==> src/rtl/core/odo_pkg.sv <==
package odo_pkg;

    localparam int DW          = 32;
    localparam int MUL_STEPS   = 32;
    localparam int MOD_STEPS   = 33;
    localparam int ATAN_LEN    = 30;
    localparam int PI_Q16      = 205887;
    localparam int HALF_PI_Q16 = 102944;
    localparam int TWO_PI_Q16  = 411775;
    localparam int GAIN_Q30    = 652032874;

    localparam logic [1:0] REG_COUNT_SCALE = 2'd0;
    localparam logic [1:0] REG_INV_TRACK   = 2'd1;
    localparam logic [1:0] REG_SAMPLE_RATE = 2'd2;

    typedef struct packed {
        logic        start;
        logic [32:0] a;
        logic [31:0] b;
    } t_mul_req;

    typedef struct packed {
        logic        start;
        logic [32:0] dividend;
    } t_mod_req;

    function automatic logic [31:0] atan_q30(input logic [4:0] i);
        logic [31:0] r;
        case (i)
            5'd0:  r = 32'h3243F6A8;
            5'd1:  r = 32'h1DAC6705;
            5'd2:  r = 32'h0FADBAFC;
            5'd3:  r = 32'h07F56EA6;
            5'd4:  r = 32'h03FEAB76;
            5'd5:  r = 32'h01FFD55B;
            5'd6:  r = 32'h00FFFAAA;
            5'd7:  r = 32'h007FFF55;
            5'd8:  r = 32'h003FFFEA;
            5'd9:  r = 32'h001FFFFD;
            5'd10: r = 32'h000FFFFF;
            5'd11: r = 32'h0007FFFF;
            5'd12: r = 32'h0003FFFF;
            5'd13: r = 32'h0001FFFF;
            5'd14: r = 32'h0000FFFF;
            5'd15: r = 32'h00007FFF;
            5'd16: r = 32'h00003FFF;
            5'd17: r = 32'h00001FFF;
            5'd18: r = 32'h00000FFF;
            5'd19: r = 32'h000007FF;
            5'd20: r = 32'h000003FF;
            5'd21: r = 32'h000001FF;
            5'd22: r = 32'h000000FF;
            5'd23: r = 32'h0000007F;
            5'd24: r = 32'h0000003F;
            5'd25: r = 32'h0000001F;
            5'd26: r = 32'h0000000F;
            5'd27: r = 32'h00000008;
            5'd28: r = 32'h00000004;
            5'd29: r = 32'h00000002;
            default: r = 32'h0;
        endcase
        return r;
    endfunction

    function automatic logic signed [31:0] sat_dw(input logic signed [51:0] v);
        logic signed [51:0] hi;
        logic signed [51:0] lo;
        hi = 52'sd2147483647;
        lo = -52'sd2147483648;
        if (v > hi) return 32'sh7FFFFFFF;
        if (v < lo) return 32'sh80000000;
        return v[31:0];
    endfunction

    // magnitude of a signed value, |v| < 2^33
    function automatic logic [32:0] mag33(input logic signed [33:0] v);
        logic signed [33:0] n;
        n = -v;
        return v[33] ? n[32:0] : v[32:0];
    endfunction

    // v / 2 rounded to nearest, ties away from zero, saturated
    function automatic logic signed [31:0] half_round(input logic signed [32:0] v);
        logic [32:0] m;
        logic [32:0] r;
        logic signed [51:0] s;
        m = mag33(34'(v));
        r = (m >> 1) + 33'(m[0]);
        s = v[32] ? -$signed({19'd0, r}) : $signed({19'd0, r});
        return sat_dw(s);
    endfunction

endpackage

==> src/rtl/core/odo_mul.sv <==
module odo_mul
    import odo_pkg::*;
(
    input  logic        i_clk,
    input  logic        i_rst_n,
    input  t_mul_req    i_req,
    output logic        o_done,
    output logic [64:0] o_prod
);

    logic [32:0] r_a;
    logic [32:0] r_hi;
    logic [31:0] r_lo;
    logic [4:0]  r_cnt;
    logic        r_busy;
    logic        r_done;
    logic [33:0] n_sum;

    // shift-add, one multiplier bit per cycle, LSB first
    always_comb begin
        n_sum = {1'b0, r_hi} + (r_lo[0] ? {1'b0, r_a} : 34'd0);
    end

    always_ff @(posedge i_clk) begin
        if (!i_rst_n) begin
            r_busy <= 1'b0;
            r_done <= 1'b0;
        end else begin
            r_done <= 1'b0;
            if (i_req.start) begin
                r_a    <= i_req.a;
                r_hi   <= '0;
                r_lo   <= i_req.b;
                r_cnt  <= '0;
                r_busy <= 1'b1;
            end else if (r_busy) begin
                r_hi  <= n_sum[33:1];
                r_lo  <= {n_sum[0], r_lo[31:1]};
                r_cnt <= r_cnt + 5'd1;
                if (r_cnt == 5'(MUL_STEPS - 1)) begin
                    r_busy <= 1'b0;
                    r_done <= 1'b1;
                end
            end
        end
    end

    assign o_done = r_done;
    assign o_prod = {r_hi, r_lo};

endmodule

==> src/rtl/core/odo_mod.sv <==
module odo_mod
    import odo_pkg::*;
(
    input  logic        i_clk,
    input  logic        i_rst_n,
    input  t_mod_req    i_req,
    output logic        o_done,
    output logic [18:0] o_rem
);

    logic [32:0] r_q;
    logic [18:0] r_rem;
    logic [5:0]  r_cnt;
    logic        r_busy;
    logic        r_done;
    logic [19:0] n_t;
    logic [19:0] n_rem;

    // restoring remainder by 2*pi, one dividend bit per cycle
    always_comb begin
        n_t   = {r_rem, r_q[32]};
        n_rem = (n_t >= 20'(TWO_PI_Q16)) ? n_t - 20'(TWO_PI_Q16) : n_t;
    end

    always_ff @(posedge i_clk) begin
        if (!i_rst_n) begin
            r_busy <= 1'b0;
            r_done <= 1'b0;
        end else begin
            r_done <= 1'b0;
            if (i_req.start) begin
                r_q    <= i_req.dividend;
                r_rem  <= '0;
                r_cnt  <= '0;
                r_busy <= 1'b1;
            end else if (r_busy) begin
                r_q   <= {r_q[31:0], 1'b0};
                r_rem <= n_rem[18:0];
                r_cnt <= r_cnt + 6'd1;
                if (r_cnt == 6'(MOD_STEPS - 1)) begin
                    r_busy <= 1'b0;
                    r_done <= 1'b1;
                end
            end
        end
    end

    assign o_done = r_done;
    assign o_rem  = r_rem;

endmodule

==> src/rtl/core/odo_cordic.sv <==
module odo_cordic
    import odo_pkg::*;
#(
    parameter int STEPS = 16
) (
    input  logic               i_clk,
    input  logic               i_rst_n,
    input  logic               i_start,
    input  logic signed [19:0] i_heading,
    output logic               o_valid,
    output logic signed [33:0] o_cos,
    output logic signed [33:0] o_sin
);

    localparam int N  = (STEPS < ATAN_LEN) ? STEPS : ATAN_LEN;
    localparam int CW = $clog2(N);

    logic signed [33:0] r_x;
    logic signed [33:0] r_y;
    logic signed [33:0] r_z;
    logic [CW-1:0]      r_i;
    logic               r_neg;
    logic               r_busy;
    logic               r_valid;
    logic signed [20:0] n_h;
    logic               n_neg;
    logic signed [33:0] n_dx;
    logic signed [33:0] n_dy;
    logic signed [33:0] n_at;

    always_comb begin
        n_h   = 21'(i_heading);
        n_neg = 1'b0;
        // fold into +-pi/2, results negated when folded
        if (n_h > 21'sd102944) begin
            n_h   = n_h - 21'sd205887;
            n_neg = 1'b1;
        end else if (n_h < -21'sd102944) begin
            n_h   = n_h + 21'sd205887;
            n_neg = 1'b1;
        end
        n_dx = r_y >>> r_i;
        n_dy = r_x >>> r_i;
        n_at = $signed({2'b00, atan_q30(5'(r_i))});
    end

    always_ff @(posedge i_clk) begin
        if (!i_rst_n) begin
            r_busy  <= 1'b0;
            r_valid <= 1'b0;
        end else begin
            if (i_start) begin
                r_x     <= 34'sd652032874;
                r_y     <= '0;
                r_z     <= 34'(n_h) <<< 14;
                r_neg   <= n_neg;
                r_i     <= '0;
                r_busy  <= 1'b1;
                r_valid <= 1'b0;
            end else if (r_busy) begin
                if (r_z >= 0) begin
                    r_x <= r_x - n_dx;
                    r_y <= r_y + n_dy;
                    r_z <= r_z - n_at;
                end else begin
                    r_x <= r_x + n_dx;
                    r_y <= r_y - n_dy;
                    r_z <= r_z + n_at;
                end
                if (r_i == CW'(N - 1)) begin
                    r_busy  <= 1'b0;
                    r_valid <= 1'b1;
                end else begin
                    r_i <= r_i + 1'b1;
                end
            end
        end
    end

    assign o_valid = r_valid;
    assign o_cos   = r_neg ? -r_x : r_x;
    assign o_sin   = r_neg ? -r_y : r_y;

endmodule

==> src/rtl/core/diff_drive_odometry_unit.sv <==
// Differential-drive odometry. Each input item carries the right and left
// encoder counts; the block returns one item with pose (x, y, heading) and
// the wheel, linear and angular speeds, all Q16.16 but the heading (Q3.16).
// One item is worked on at a time: its steps are eight products on a single
// bit-serial multiplier and a bit-serial heading wrap by 2*pi, while the
// sine/cosine rotation runs alongside. A finished result waits in an output
// register while the next item is taken. Registers: count_scale at 0x0,
// inv_track_width at 0x4, sample_rate at 0x8; write them only while the
// block is idle.
module diff_drive_odometry_unit
    import odo_pkg::*;
#(
    parameter int CORDIC_STEPS = 16
) (
    input  logic         i_clk,
    input  logic         i_rst_n,
    input  logic         i_s_tvalid,
    output logic         o_s_tready,
    // [31:0] right_count, [63:32] left_count
    input  logic [63:0]  i_s_tdata,
    output logic         o_m_tvalid,
    input  logic         i_m_tready,
    // [31:0] x_pos, [63:32] y_pos, [82:64] heading, [114:83] linear_speed,
    // [146:115] angular_speed, [178:147] right_speed, [210:179] left_speed
    output logic [215:0] o_m_tdata,
    input  logic         psel,
    input  logic         penable,
    input  logic         pwrite,
    input  logic [3:0]   paddr,
    input  logic [31:0]  pwdata,
    output logic [31:0]  prdata,
    output logic         pready
);

    typedef enum logic [3:0] {
        S_IDLE, S_DR, S_DL, S_DELTA, S_VR, S_VL, S_ANG, S_DTH,
        S_PX, S_PY, S_HEAD, S_OUT
    } t_state;

    t_state             r_state;
    logic               r_issued;
    logic signed [31:0] r_rc, r_lc;
    logic signed [31:0] r_dist_r, r_dist_l, r_prev_r, r_prev_l;
    logic signed [31:0] r_dr, r_dl, r_vr, r_vl, r_lin, r_ang, r_dth;
    logic signed [31:0] r_px, r_py;
    logic signed [19:0] r_hd;
    logic               r_ds_neg;
    logic [31:0]        r_dsm;
    logic               r_hneg;
    logic [31:0]        r_count_scale, r_inv_track;
    logic [15:0]        r_sample_rate;
    logic               r_out_valid;
    logic [215:0]       r_out_data;

    t_mul_req           n_mul;
    t_mod_req           n_mod;
    logic               n_neg;
    logic               mul_done, mod_done;
    logic [64:0]        mul_prod;
    logic [18:0]        mod_rem;
    logic               cor_valid;
    logic signed [33:0] cor_cos, cor_sin;
    logic               s_accept, n_is_mul;
    logic [49:0]        n_rnd;
    logic signed [51:0] n_val;
    logic signed [31:0] n_sat, n_ds, n_pose, n_dr, n_dl;
    logic signed [32:0] n_hsum;
    logic signed [20:0] n_h;

    assign s_accept   = i_s_tvalid && o_s_tready;
    assign o_s_tready = (r_state == S_IDLE);

    always_comb begin
        n_mul    = '0;
        n_neg    = 1'b0;
        n_is_mul = 1'b1;
        unique case (r_state)
            S_DR: begin
                n_mul.a = mag33(34'(r_rc));
                n_mul.b = r_count_scale;
                n_neg   = r_rc[31];
            end
            S_DL: begin
                // left encoder is mirrored: sign inverted
                n_mul.a = mag33(34'(r_lc));
                n_mul.b = r_count_scale;
                n_neg   = ~r_lc[31];
            end
            S_VR: begin
                n_mul.a = mag33(34'(r_dr));
                n_mul.b = {16'd0, r_sample_rate};
                n_neg   = r_dr[31];
            end
            S_VL: begin
                n_mul.a = mag33(34'(r_dl));
                n_mul.b = {16'd0, r_sample_rate};
                n_neg   = r_dl[31];
            end
            S_ANG: begin
                n_mul.a = mag33(34'(r_vr) - 34'(r_vl));
                n_mul.b = r_inv_track;
                n_neg   = r_vr < r_vl;
            end
            S_DTH: begin
                n_mul.a = mag33(34'(r_dr) - 34'(r_dl));
                n_mul.b = r_inv_track;
                n_neg   = r_dr < r_dl;
            end
            S_PX: begin
                n_mul.a = mag33(cor_cos);
                n_mul.b = r_dsm;
                n_neg   = cor_cos[33] ^ r_ds_neg;
            end
            S_PY: begin
                n_mul.a = mag33(cor_sin);
                n_mul.b = r_dsm;
                n_neg   = cor_sin[33] ^ r_ds_neg;
            end
            default: n_is_mul = 1'b0;
        endcase
        n_mul.start = n_is_mul && !r_issued &&
                      ((r_state != S_PX && r_state != S_PY) || cor_valid);

        case (r_state)
            S_VR, S_VL: n_rnd = mul_prod[49:0];
            S_PX, S_PY: n_rnd = 50'(mul_prod[64:30]) + 50'(mul_prod[29]);
            default:    n_rnd = 50'(mul_prod[64:16]) + 50'(mul_prod[15]);
        endcase
        n_val  = n_neg ? -$signed({2'b00, n_rnd}) : $signed({2'b00, n_rnd});
        n_sat  = sat_dw(n_val);
        n_pose = sat_dw(n_val + 52'((r_state == S_PX) ? r_px : r_py));

        n_dr = sat_dw(52'(r_dist_r) - 52'(r_prev_r));
        n_dl = sat_dw(52'(r_dist_l) - 52'(r_prev_l));
        n_ds = half_round(33'(r_dr) + 33'(r_dl));

        n_hsum       = 33'(r_hd) + 33'(r_dth);
        n_mod.start  = (r_state == S_HEAD) && !r_issued;
        n_mod.dividend = mag33(34'(n_hsum));
        n_h = r_hneg ? -$signed({2'b00, mod_rem}) : $signed({2'b00, mod_rem});
        if (n_h > 21'sd205887) n_h = n_h - 21'sd411775;
        if (n_h < -21'sd205887) n_h = n_h + 21'sd411775;
    end

    odo_mul u_mul (
        .i_clk   (i_clk),
        .i_rst_n (i_rst_n),
        .i_req   (n_mul),
        .o_done  (mul_done),
        .o_prod  (mul_prod)
    );

    odo_mod u_mod (
        .i_clk   (i_clk),
        .i_rst_n (i_rst_n),
        .i_req   (n_mod),
        .o_done  (mod_done),
        .o_rem   (mod_rem)
    );

    odo_cordic #(.STEPS(CORDIC_STEPS)) u_cordic (
        .i_clk     (i_clk),
        .i_rst_n   (i_rst_n),
        .i_start   (s_accept),
        .i_heading (r_hd),
        .o_valid   (cor_valid),
        .o_cos     (cor_cos),
        .o_sin     (cor_sin)
    );

    always_ff @(posedge i_clk) begin
        if (!i_rst_n) begin
            r_state     <= S_IDLE;
            r_issued    <= 1'b0;
            r_prev_r    <= '0;
            r_prev_l    <= '0;
            r_px        <= '0;
            r_py        <= '0;
            r_hd        <= '0;
            r_out_valid <= 1'b0;
        end else begin
            if (r_out_valid && i_m_tready && r_state != S_OUT) r_out_valid <= 1'b0;
            if (n_mul.start || n_mod.start) r_issued <= 1'b1;
            unique case (r_state)
                S_IDLE: begin
                    if (s_accept) begin
                        r_rc    <= i_s_tdata[31:0];
                        r_lc    <= i_s_tdata[63:32];
                        r_state <= S_DR;
                    end
                end
                S_DELTA: begin
                    r_dr     <= n_dr;
                    r_dl     <= n_dl;
                    r_prev_r <= r_dist_r;
                    r_prev_l <= r_dist_l;
                    r_state  <= S_VR;
                end
                S_HEAD: begin
                    if (!r_issued) r_hneg <= n_hsum[32];
                    if (r_issued && mod_done) begin
                        r_issued <= 1'b0;
                        r_hd     <= n_h[19:0];
                        r_state  <= S_OUT;
                    end
                end
                S_OUT: begin
                    if (!r_out_valid || i_m_tready) begin
                        r_out_data  <= {5'd0, r_vl, r_vr, r_ang, r_lin,
                                        r_hd[18:0], r_py, r_px};
                        r_out_valid <= 1'b1;
                        r_state     <= S_IDLE;
                    end
                end
                default: begin
                    if (r_issued && mul_done) begin
                        r_issued <= 1'b0;
                        case (r_state)
                            S_DR: begin
                                r_dist_r <= n_sat;
                                r_state  <= S_DL;
                            end
                            S_DL: begin
                                r_dist_l <= n_sat;
                                r_state  <= S_DELTA;
                            end
                            S_VR: begin
                                r_vr     <= n_sat;
                                r_ds_neg <= n_ds[31];
                                r_dsm    <= n_ds[31] ? 32'(-n_ds) : 32'(n_ds);
                                r_state  <= S_VL;
                            end
                            S_VL: begin
                                r_vl    <= n_sat;
                                r_state <= S_ANG;
                            end
                            S_ANG: begin
                                r_ang   <= n_sat;
                                r_lin   <= half_round(33'(r_vr) + 33'(r_vl));
                                r_state <= S_DTH;
                            end
                            S_DTH: begin
                                r_dth   <= n_sat;
                                r_state <= S_PX;
                            end
                            S_PX: begin
                                r_px    <= n_pose;
                                r_state <= S_PY;
                            end
                            default: begin
                                r_py    <= n_pose;
                                r_state <= S_HEAD;
                            end
                        endcase
                    end
                end
            endcase
        end
    end

    assign o_m_tvalid = r_out_valid;
    assign o_m_tdata  = r_out_data;

    always_ff @(posedge i_clk) begin
        if (!i_rst_n) begin
            r_count_scale <= 32'd69578;
            r_inv_track   <= 32'd327680;
            r_sample_rate <= 16'd250;
        end else if (psel && penable && pwrite && pready) begin
            unique case (paddr[3:2])
                REG_COUNT_SCALE: r_count_scale <= pwdata;
                REG_INV_TRACK:   r_inv_track   <= pwdata;
                REG_SAMPLE_RATE: r_sample_rate <= pwdata[15:0];
                default: ;
            endcase
        end
    end

    always_comb begin
        unique case (paddr[3:2])
            REG_COUNT_SCALE: prdata = r_count_scale;
            REG_INV_TRACK:   prdata = r_inv_track;
            REG_SAMPLE_RATE: prdata = {16'd0, r_sample_rate};
            default:         prdata = '0;
        endcase
    end

    assign pready = 1'b1;

endmodule

==> config.mk <==
export PLATFORM = sky130hd
export DESIGN_NAME = diff_drive_odometry_unit
export DESIGN_NICKNAME = d
export VERILOG_FILES = /design/src/rtl/core/odo_pkg.sv /design/src/rtl/core/odo_mul.sv /design/src/rtl/core/odo_mod.sv /design/src/rtl/core/odo_cordic.sv /design/src/rtl/core/diff_drive_odometry_unit.sv
export SDC_FILE = /design/constraint.sdc
export NUM_CORES = 2
export LEC_CHECK = 0
export ABC_AREA = 1
export BUFFER_PORTS_ARGS = -buffer_cell sky130_fd_sc_hd__buf_2
export CAP_MARGIN = 10
export CORE_MARGIN = 1.5
export CORE_UTILIZATION = 35
export CTS_CLUSTER_SIZE = 24
export DETAILED_ROUTE_END_ITERATION = 7
export SYNTH_ARGS = -nofsm -noshare
export SYNTH_HDL_FRONTEND = slang
export SYNTH_SLANG_ARGS = --single-unit
==> constraint.sdc <==
create_clock -name i_clk -period 16.8 [get_ports i_clk]
set_clock_uncertainty 0.1 [all_clocks]
set_input_delay 0.84 -clock i_clk [delete_from_list [all_inputs] [get_ports i_clk]]
set_output_delay 0.84 -clock i_clk [all_outputs]
set_load 0.005 [all_outputs]
==> Word-level counts from Yosys, hierarchy flattened <==
Memories as Yosys holds them, arrays and structs flattened. A register that Yosys moved wholly into a read port is not among the register bits.
Index checks and enable logic that the tools add are counted.
{ "word_totals": {"ff_bits": 1105, "romBits": 480, "out_inout_bits": 251, "elab_cells": 325, "memories": 1} }
{ "classes": {"n_addsub": 45, "n_lt_le_gt_ge": 20, "n_eq_ne": 23, "n_shift": 2, "n_mux": 124, "bitwise": 9, "n_reduce_logical": 55} }
{ "memory_table": {"columns": ["name", "depth", "word_bits", "read_ports", "rd_clocked_by_memory_dff", "wr", "line", "rtl"], "rows": [
  ["(no name shown)", 16, 30, 1, 1, 0, "odo_pkg.sv:29", "case (i)"]
]} }
{ "op_table": {"columns": ["operator", "n"], "rows": [
  ["two-way mux 32 bit", 26],
  ["one-hot mux 65 bit (8 select lines)", 1],
  ["two-way mux 33 bit", 15],
  ["two-way mux 34 bit", 9],
  ["negation 33 bit", 7],
  ["> comparator 52 x 32 -> 1 bit (second input constant)", 4],
  ["< comparator 52 x 32 -> 1 bit (second input constant)", 4],
  ["two-way mux 52 bit", 4],
  ["negation 32 -> 33 bit", 4],
  ["subtractor 32 x 32 -> 33 bit", 4],
  ["negation 33 -> 52 bit", 2],
  ["one-hot mux 50 bit (2 select lines)", 1],
  ["one-hot mux 32 bit (3 select lines)", 1],
  ["adder 34 bit", 2],
  ["negation 34 bit", 2],
  [">>> shifter 34 x 4 -> 34 bit", 2],
  ["subtractor 34 bit", 2],
  ["adder 32 x 1 -> 33 bit", 2],
  ["adder 32 x 32 -> 33 bit", 2],
  ["> comparator 33 x 32 -> 1 bit (second input constant)", 2],
  ["< comparator 33 x 32 -> 1 bit (second input constant)", 2],
  ["< comparator 32 bit", 2],
  ["two-way mux 20 bit", 3],
  ["adder 52 bit", 1],
  ["other kinds (62)", 174]
]} }

==> Logic depth before layout (Yosys ltp) <==
{ "logic_depth": {"word_depth": 19, "mapped_depth": 57} }

==> Modules after synthesis <==
Synthesis repeated with hierarchy kept, for this count alone.
{ "hier_totals": {"cells_unflattened": 13417, "hier_area_um2": 93253.2} }
{ "by_module_without_submodules": {"columns": ["mod", "n_inst", "cells_per_inst", "area_each_um2", "seq_area_each_um2"], "rows": [
  ["diff_drive_odometry_unit", 1, 9126, 64615.7, 22611.7],
  ["odo_cordic", 1, 3034, 18783.0, 3833.7],
  ["odo_mul", 1, 885, 6718.9, 3133.0],
  ["odo_mod", 1, 372, 3135.5, 1781.7]
]} }

==> Worst setup path before layout <==
No wires, ideal clock.
{ "synth_timing": {"path_type": "input to register", "start": "input i_rst_n", "end": "register r_out_data[0], in the netlist o_m_tdata[0] (enable)", "setup_ns": 1.041, "arrival_time_ns": 15.545, "t_required_ns": 15.659, "path_slack_ns": 0.114, "path_stages": 4, "n_path_buf": 2, "cell_sequence": "inv_1 -> clkbuf_1 -> clkbuf_1 -> nor3_1"} }
{ "synth_between": {"elab_chain_cells": 1} }
{ "synth_lines": {"columns": ["item", "line", "rtl"], "rows": [
  ["start: declaration", "diff_drive_odometry_unit.sv:16", "input logic i_rst_n,"],
  ["AND reduction 3 bit (no line)", null, null],
  ["end signal: assignment", "diff_drive_odometry_unit.sv:209", "r_out_data <= {5'd0, r_vl, r_vr, r_ang, r_lin,"],
  ["end: declaration", "diff_drive_odometry_unit.sv:53", "logic [215:0] r_out_data;"]
]} }
Every way passes these cells.
A chain may end at the register's enable or synchronous reset.

==> Worst setup path after layout <==
{ "layout_timing": {"start": "register u_cordic.r_y[1]", "end": "register r_py[5]"} }
{ "layout_between": {"elab_chain_cells": 11, "elab_cells_between_ends": 14, "classes_between": "add/sub (2); order compare (2); mux (9); bitwise (1)"} }
{ "layout_lines": {"columns": ["item", "line", "rtl"], "rows": [
  ["start: declaration", "odo_cordic.sv:19", "logic signed [33:0] r_y;"],
  ["start signal: assignment", "odo_cordic.sv:63", "r_y <= r_y + n_dy;"],
  ["start signal: assignment", "odo_cordic.sv:67", "r_y <= r_y - n_dy;"],
  ["negation 34 bit (*)", "odo_cordic.sv:82", "assign o_sin = r_neg ? -r_y : r_y;"],
  ["two-way mux 34 bit (*)", "odo_cordic.sv:82", null],
  ["XOR 1 bit (*)", "diff_drive_odometry_unit.sv:117", "n_neg = cor_sin[33] ^ r_ds_neg;"],
  ["one-hot mux 1 bit (8 select lines) (*)", "diff_drive_odometry_unit.sv:77", "unique case (r_state)"],
  ["two-way mux 52 bit (*)", "diff_drive_odometry_unit.sv:129", "n_val = n_neg ? -$signed({2'b00, n_rnd}) : $signed({2'b00, n_rnd});"],
  ["adder 52 bit (*)", "diff_drive_odometry_unit.sv:131", "n_pose = sat_dw(n_val + 52'((r_state == S_PX) ? r_px : r_py));"],
  ["< comparator 52 x 32 -> 1 bit", "odo_pkg.sv:71", "if (v < lo) return 32'sh80000000;"],
  ["two-way mux 1 bit (2 in a row)", "odo_pkg.sv:71", null],
  ["two-way mux 32 bit", "odo_pkg.sv:72", "return v[31:0];"],
  ["two-way mux 32 bit (*)", "odo_pkg.sv:71", null],
  ["end signal: assignment", "diff_drive_odometry_unit.sv:251", "r_py <= n_pose;"],
  ["end: declaration", "diff_drive_odometry_unit.sv:45", "logic signed [31:0] r_px, r_py;"]
]} }
Mark *: on every way between the ends. The rest lies on a longest branch, timed or not. The select of a mux whose other input is x is not followed.

==> metrics.yaml <==
outcome: "finished with violations"
final_core_utilization_pct: 39.2
die-width_um: 507
worstMarginPinSlew_ps: 1280
finalSetupViolCount: 0
drt_iter0_markers: 8058
simple_gate_share_of_the_synthesized_area_pct: 25.9
drt.antenna.violating_nets: 0
placed_cell_count: 15800
gp_routability_congestion: 1.03
ys_ff_latch: 1134
avgSynthCellArea_um2: 7.14
number_of_different_library_cells_in_the_post_synthesis_netlist: 80
placeableCoreArea_um2: 252000
cts_max_path_buffers: 3
highest_net_fanout_along_the_worst_path: 62
grt_pass1_vias: 76800
slew_headroom_pct: 14.8
critPathCaptureType: "register"
violations_in_the_final_reports: "design-rule violations"
commonest_non_fill_non_tap_cell_in_the_layout: "sky130_fd_sc_hd__nand2_1"
hold_removal_path_class: "input port to register"
timing.reg2reg.setup_slack_ps: 6270
cts.reportedPaths.clkPinSlew_ps: 70
cts_tree: "done"
critical-path-slowest-cell: "sky130_fd_sc_hd__o21ai_0"
num_vias: 83900
synthesized_area_fraction_occupied_by_ao_oa_aoi_and_oai_cells_pct: 16.0
seq_area_frac_synth_pct: 35.2
synthAdderAreaFrac_pct: 6.64
cts_root_buffer: "sky130_fd_sc_hd__clkbuf_16"
floorplan.initialDensity_pct: 35.3
drive_gt1_share_pct: 7.07
maxClockFrequency_mhz: 95.0
worstSetupPathType: "register to register"
layout_min_cycle_time_ps: 10530
grt_overflow_total: 0
worstPathRequired_ps: 17420
synth_xor_xnor_area_share_pct: 6.47
cts_sinks: 1134
startpoint_type: "register"
avgRoutedWirePerCell_um: 19.6
pre_cts_ws_ps: 6480
buffer_ports.inserted: 349
final-instance-count-excl-fill: 16100
crit_arrival_ps: 11150
critical-path-max-stage-delay_ps: 780
post-synth-top-area-cell: "sky130_fd_sc_hd__edfxtp_1"
postRouteWirelength_um: 315000
synth.area.mux_share_pct: 0.529
area_growth_pct: 11.1
drc: 4
synth.area.top_cells: "sky130_fd_sc_hd__edfxtp_1, sky130_fd_sc_hd__nand2_1, sky130_fd_sc_hd__inv_1"
yosys.area.top_type_share_pct: 29.2
synth.cell_area_um2: 89000
timing_max_transition_violations_final: 0
nNetsFinal: 13200
grt_setup_unrepaired: "false"
cell_row_count: 184
layout_worst_path_cycle_share_pct: 62.7
post_cts_hold_buffer_count: 0
finalHoldViolCount: 0
ioPinCount: 358
yosys_most_used_dff: "sky130_fd_sc_hd__edfxtp_1"
setup_tns_ps: 0
synth_top_family_by_area: "simple AND/OR/NAND/NOR gates"
full_die_area_um2: 257000
routed_via_density: 5.21
cts_buffers: 139
pwr_density_cell_nw_per_um2: 170
synth_edf_count: 865
clk_latency_ps: 850
number_of_resized_instances_in_the_post_cts_repair_step: 0
drt_pass1_iterations: 8
final.setup.worst_slack_ps: 6270
total_leakage_power_nw: 43.2
htree_levels: 4
die-height_um: 507
hold-worst-slack_ps: 110
dp_hpwl_um: 245000
layout.cells.most_common_list: "sky130_fd_sc_hd__nand2_1, sky130_fd_sc_hd__inv_1, sky130_fd_sc_hd__nor2_1"
grtUsageTotal_pct: 23.8
grt_max_degree: 149
first_pass_grt_wire_length_um: 471000
worst_ir_drop_vdd_mv: 0.128
async_reset_ff_share_pct: 0
post_cts_buffers: 0
synth-warning-count: 0
synthesis.instances: 12500
max_cap_viol_count: 0
antenna_violations_before_repair: 33
## per-stage QoR
step	power (mW)	cell area, um^2
floorplan	10.7	89000
global placement	13.5	94000
detailed placement	13.5	94000
CTS	16.8	98800
global route	18.1	98800
finish	16.8	98800
## power breakdown
group          switching [mW]  internal [mW]  leakage (nW)
combinational            6.49           2.85          30.7
clock                    1.35           1.82          2.34
sequential              0.443           3.84          10.1
## logic make-up (layout without fill, tap and decap cells)
| group | count (synthesis) | after routing |
|---|---|---|
| adder cells (fa/ha/maj) | 465 | 465 |
| flip-flops | 1134 | 1134 |
| buffers and inverters | 2130 | 2419 |
| XOR/XNOR | 656 | 656 |
| multiplexers | 47 | 47 |
| AO/OA/AOI/OAI | 2572 | 2572 |
| other | 2 | 15 |
| AND/OR/NAND/NOR | 5451 | 5451 |
## cell type report
type	instances	area [um^2]
Fill cell	26500	153000
Tap cell	3348	4190
Inverter	1726	6480
Clock inverter	75	968
Clock buffer	181	3840
Multi-Input combinational cell	9197	49600
Timing Repair Buffer	437	2420
Sequential cell	1134	31400
Antenna cell	9	22.5
## final timing paths
| check | startpoint | endpoint | depth (start not counted) |
|---|---|---|---|
| hold / removal | i_s_tdata[49] | r_lc[17] | 1 |
| setup / recovery | u_cordic.r_y[1] | r_py[5] | 47 |
| setup reg to reg | u_cordic.r_y[1] | r_py[5] | 47 |
| hold reg to reg | r_ang[1] | o_m_tdata[116] | 0 |
## worst max-delay path: cells and delay by family (launching register included)
kind,cells,cell delay (ps)
simple gates,26,4040
buf+inv,5,1420
fa+ha+maj,1,400
flops,1,500
xor+xnor,2,340
compound gates,13,3510
## state kept, by name (all words and copies together), names as in the netlist, 33 cells and up
register,flops
o_m_tdata,211
u_cordic.r_x,34
u_cordic.r_y,34
u_cordic.r_z,34
u_mod.r_q,33
u_mul.r_a,33
u_mul.r_hi,33
## metal layers
layer | GRT usage [%] | up-vias | part of all wire (%)
met1 | 32.2 | 38900 | 44
met2 | 37.8 | 2703 | 44
met3 | 3.04 | 456 | 6.5
met4 | 10.4 | 4 | 4.7
met5 | 0 | - | 0.0070
li1 | - | 41900 | -
## synth_stat cells (all sizes together), types with 50 or more instances
library cell and count:
a21oi 958, a22oi 50, a31oi 88, buf 121, clkbuf 283, dfxtp 269, edfxtp 865, ha 453
inv 1716, nand2 2792, nand3 674, nand4 154, nor2 1361, nor3 294, nor4 60, o211ai 63
o21ai 1110, o21bai 63, or2 50, xnor2 165, xor2 491
Power figures use the tool's default switching activity.
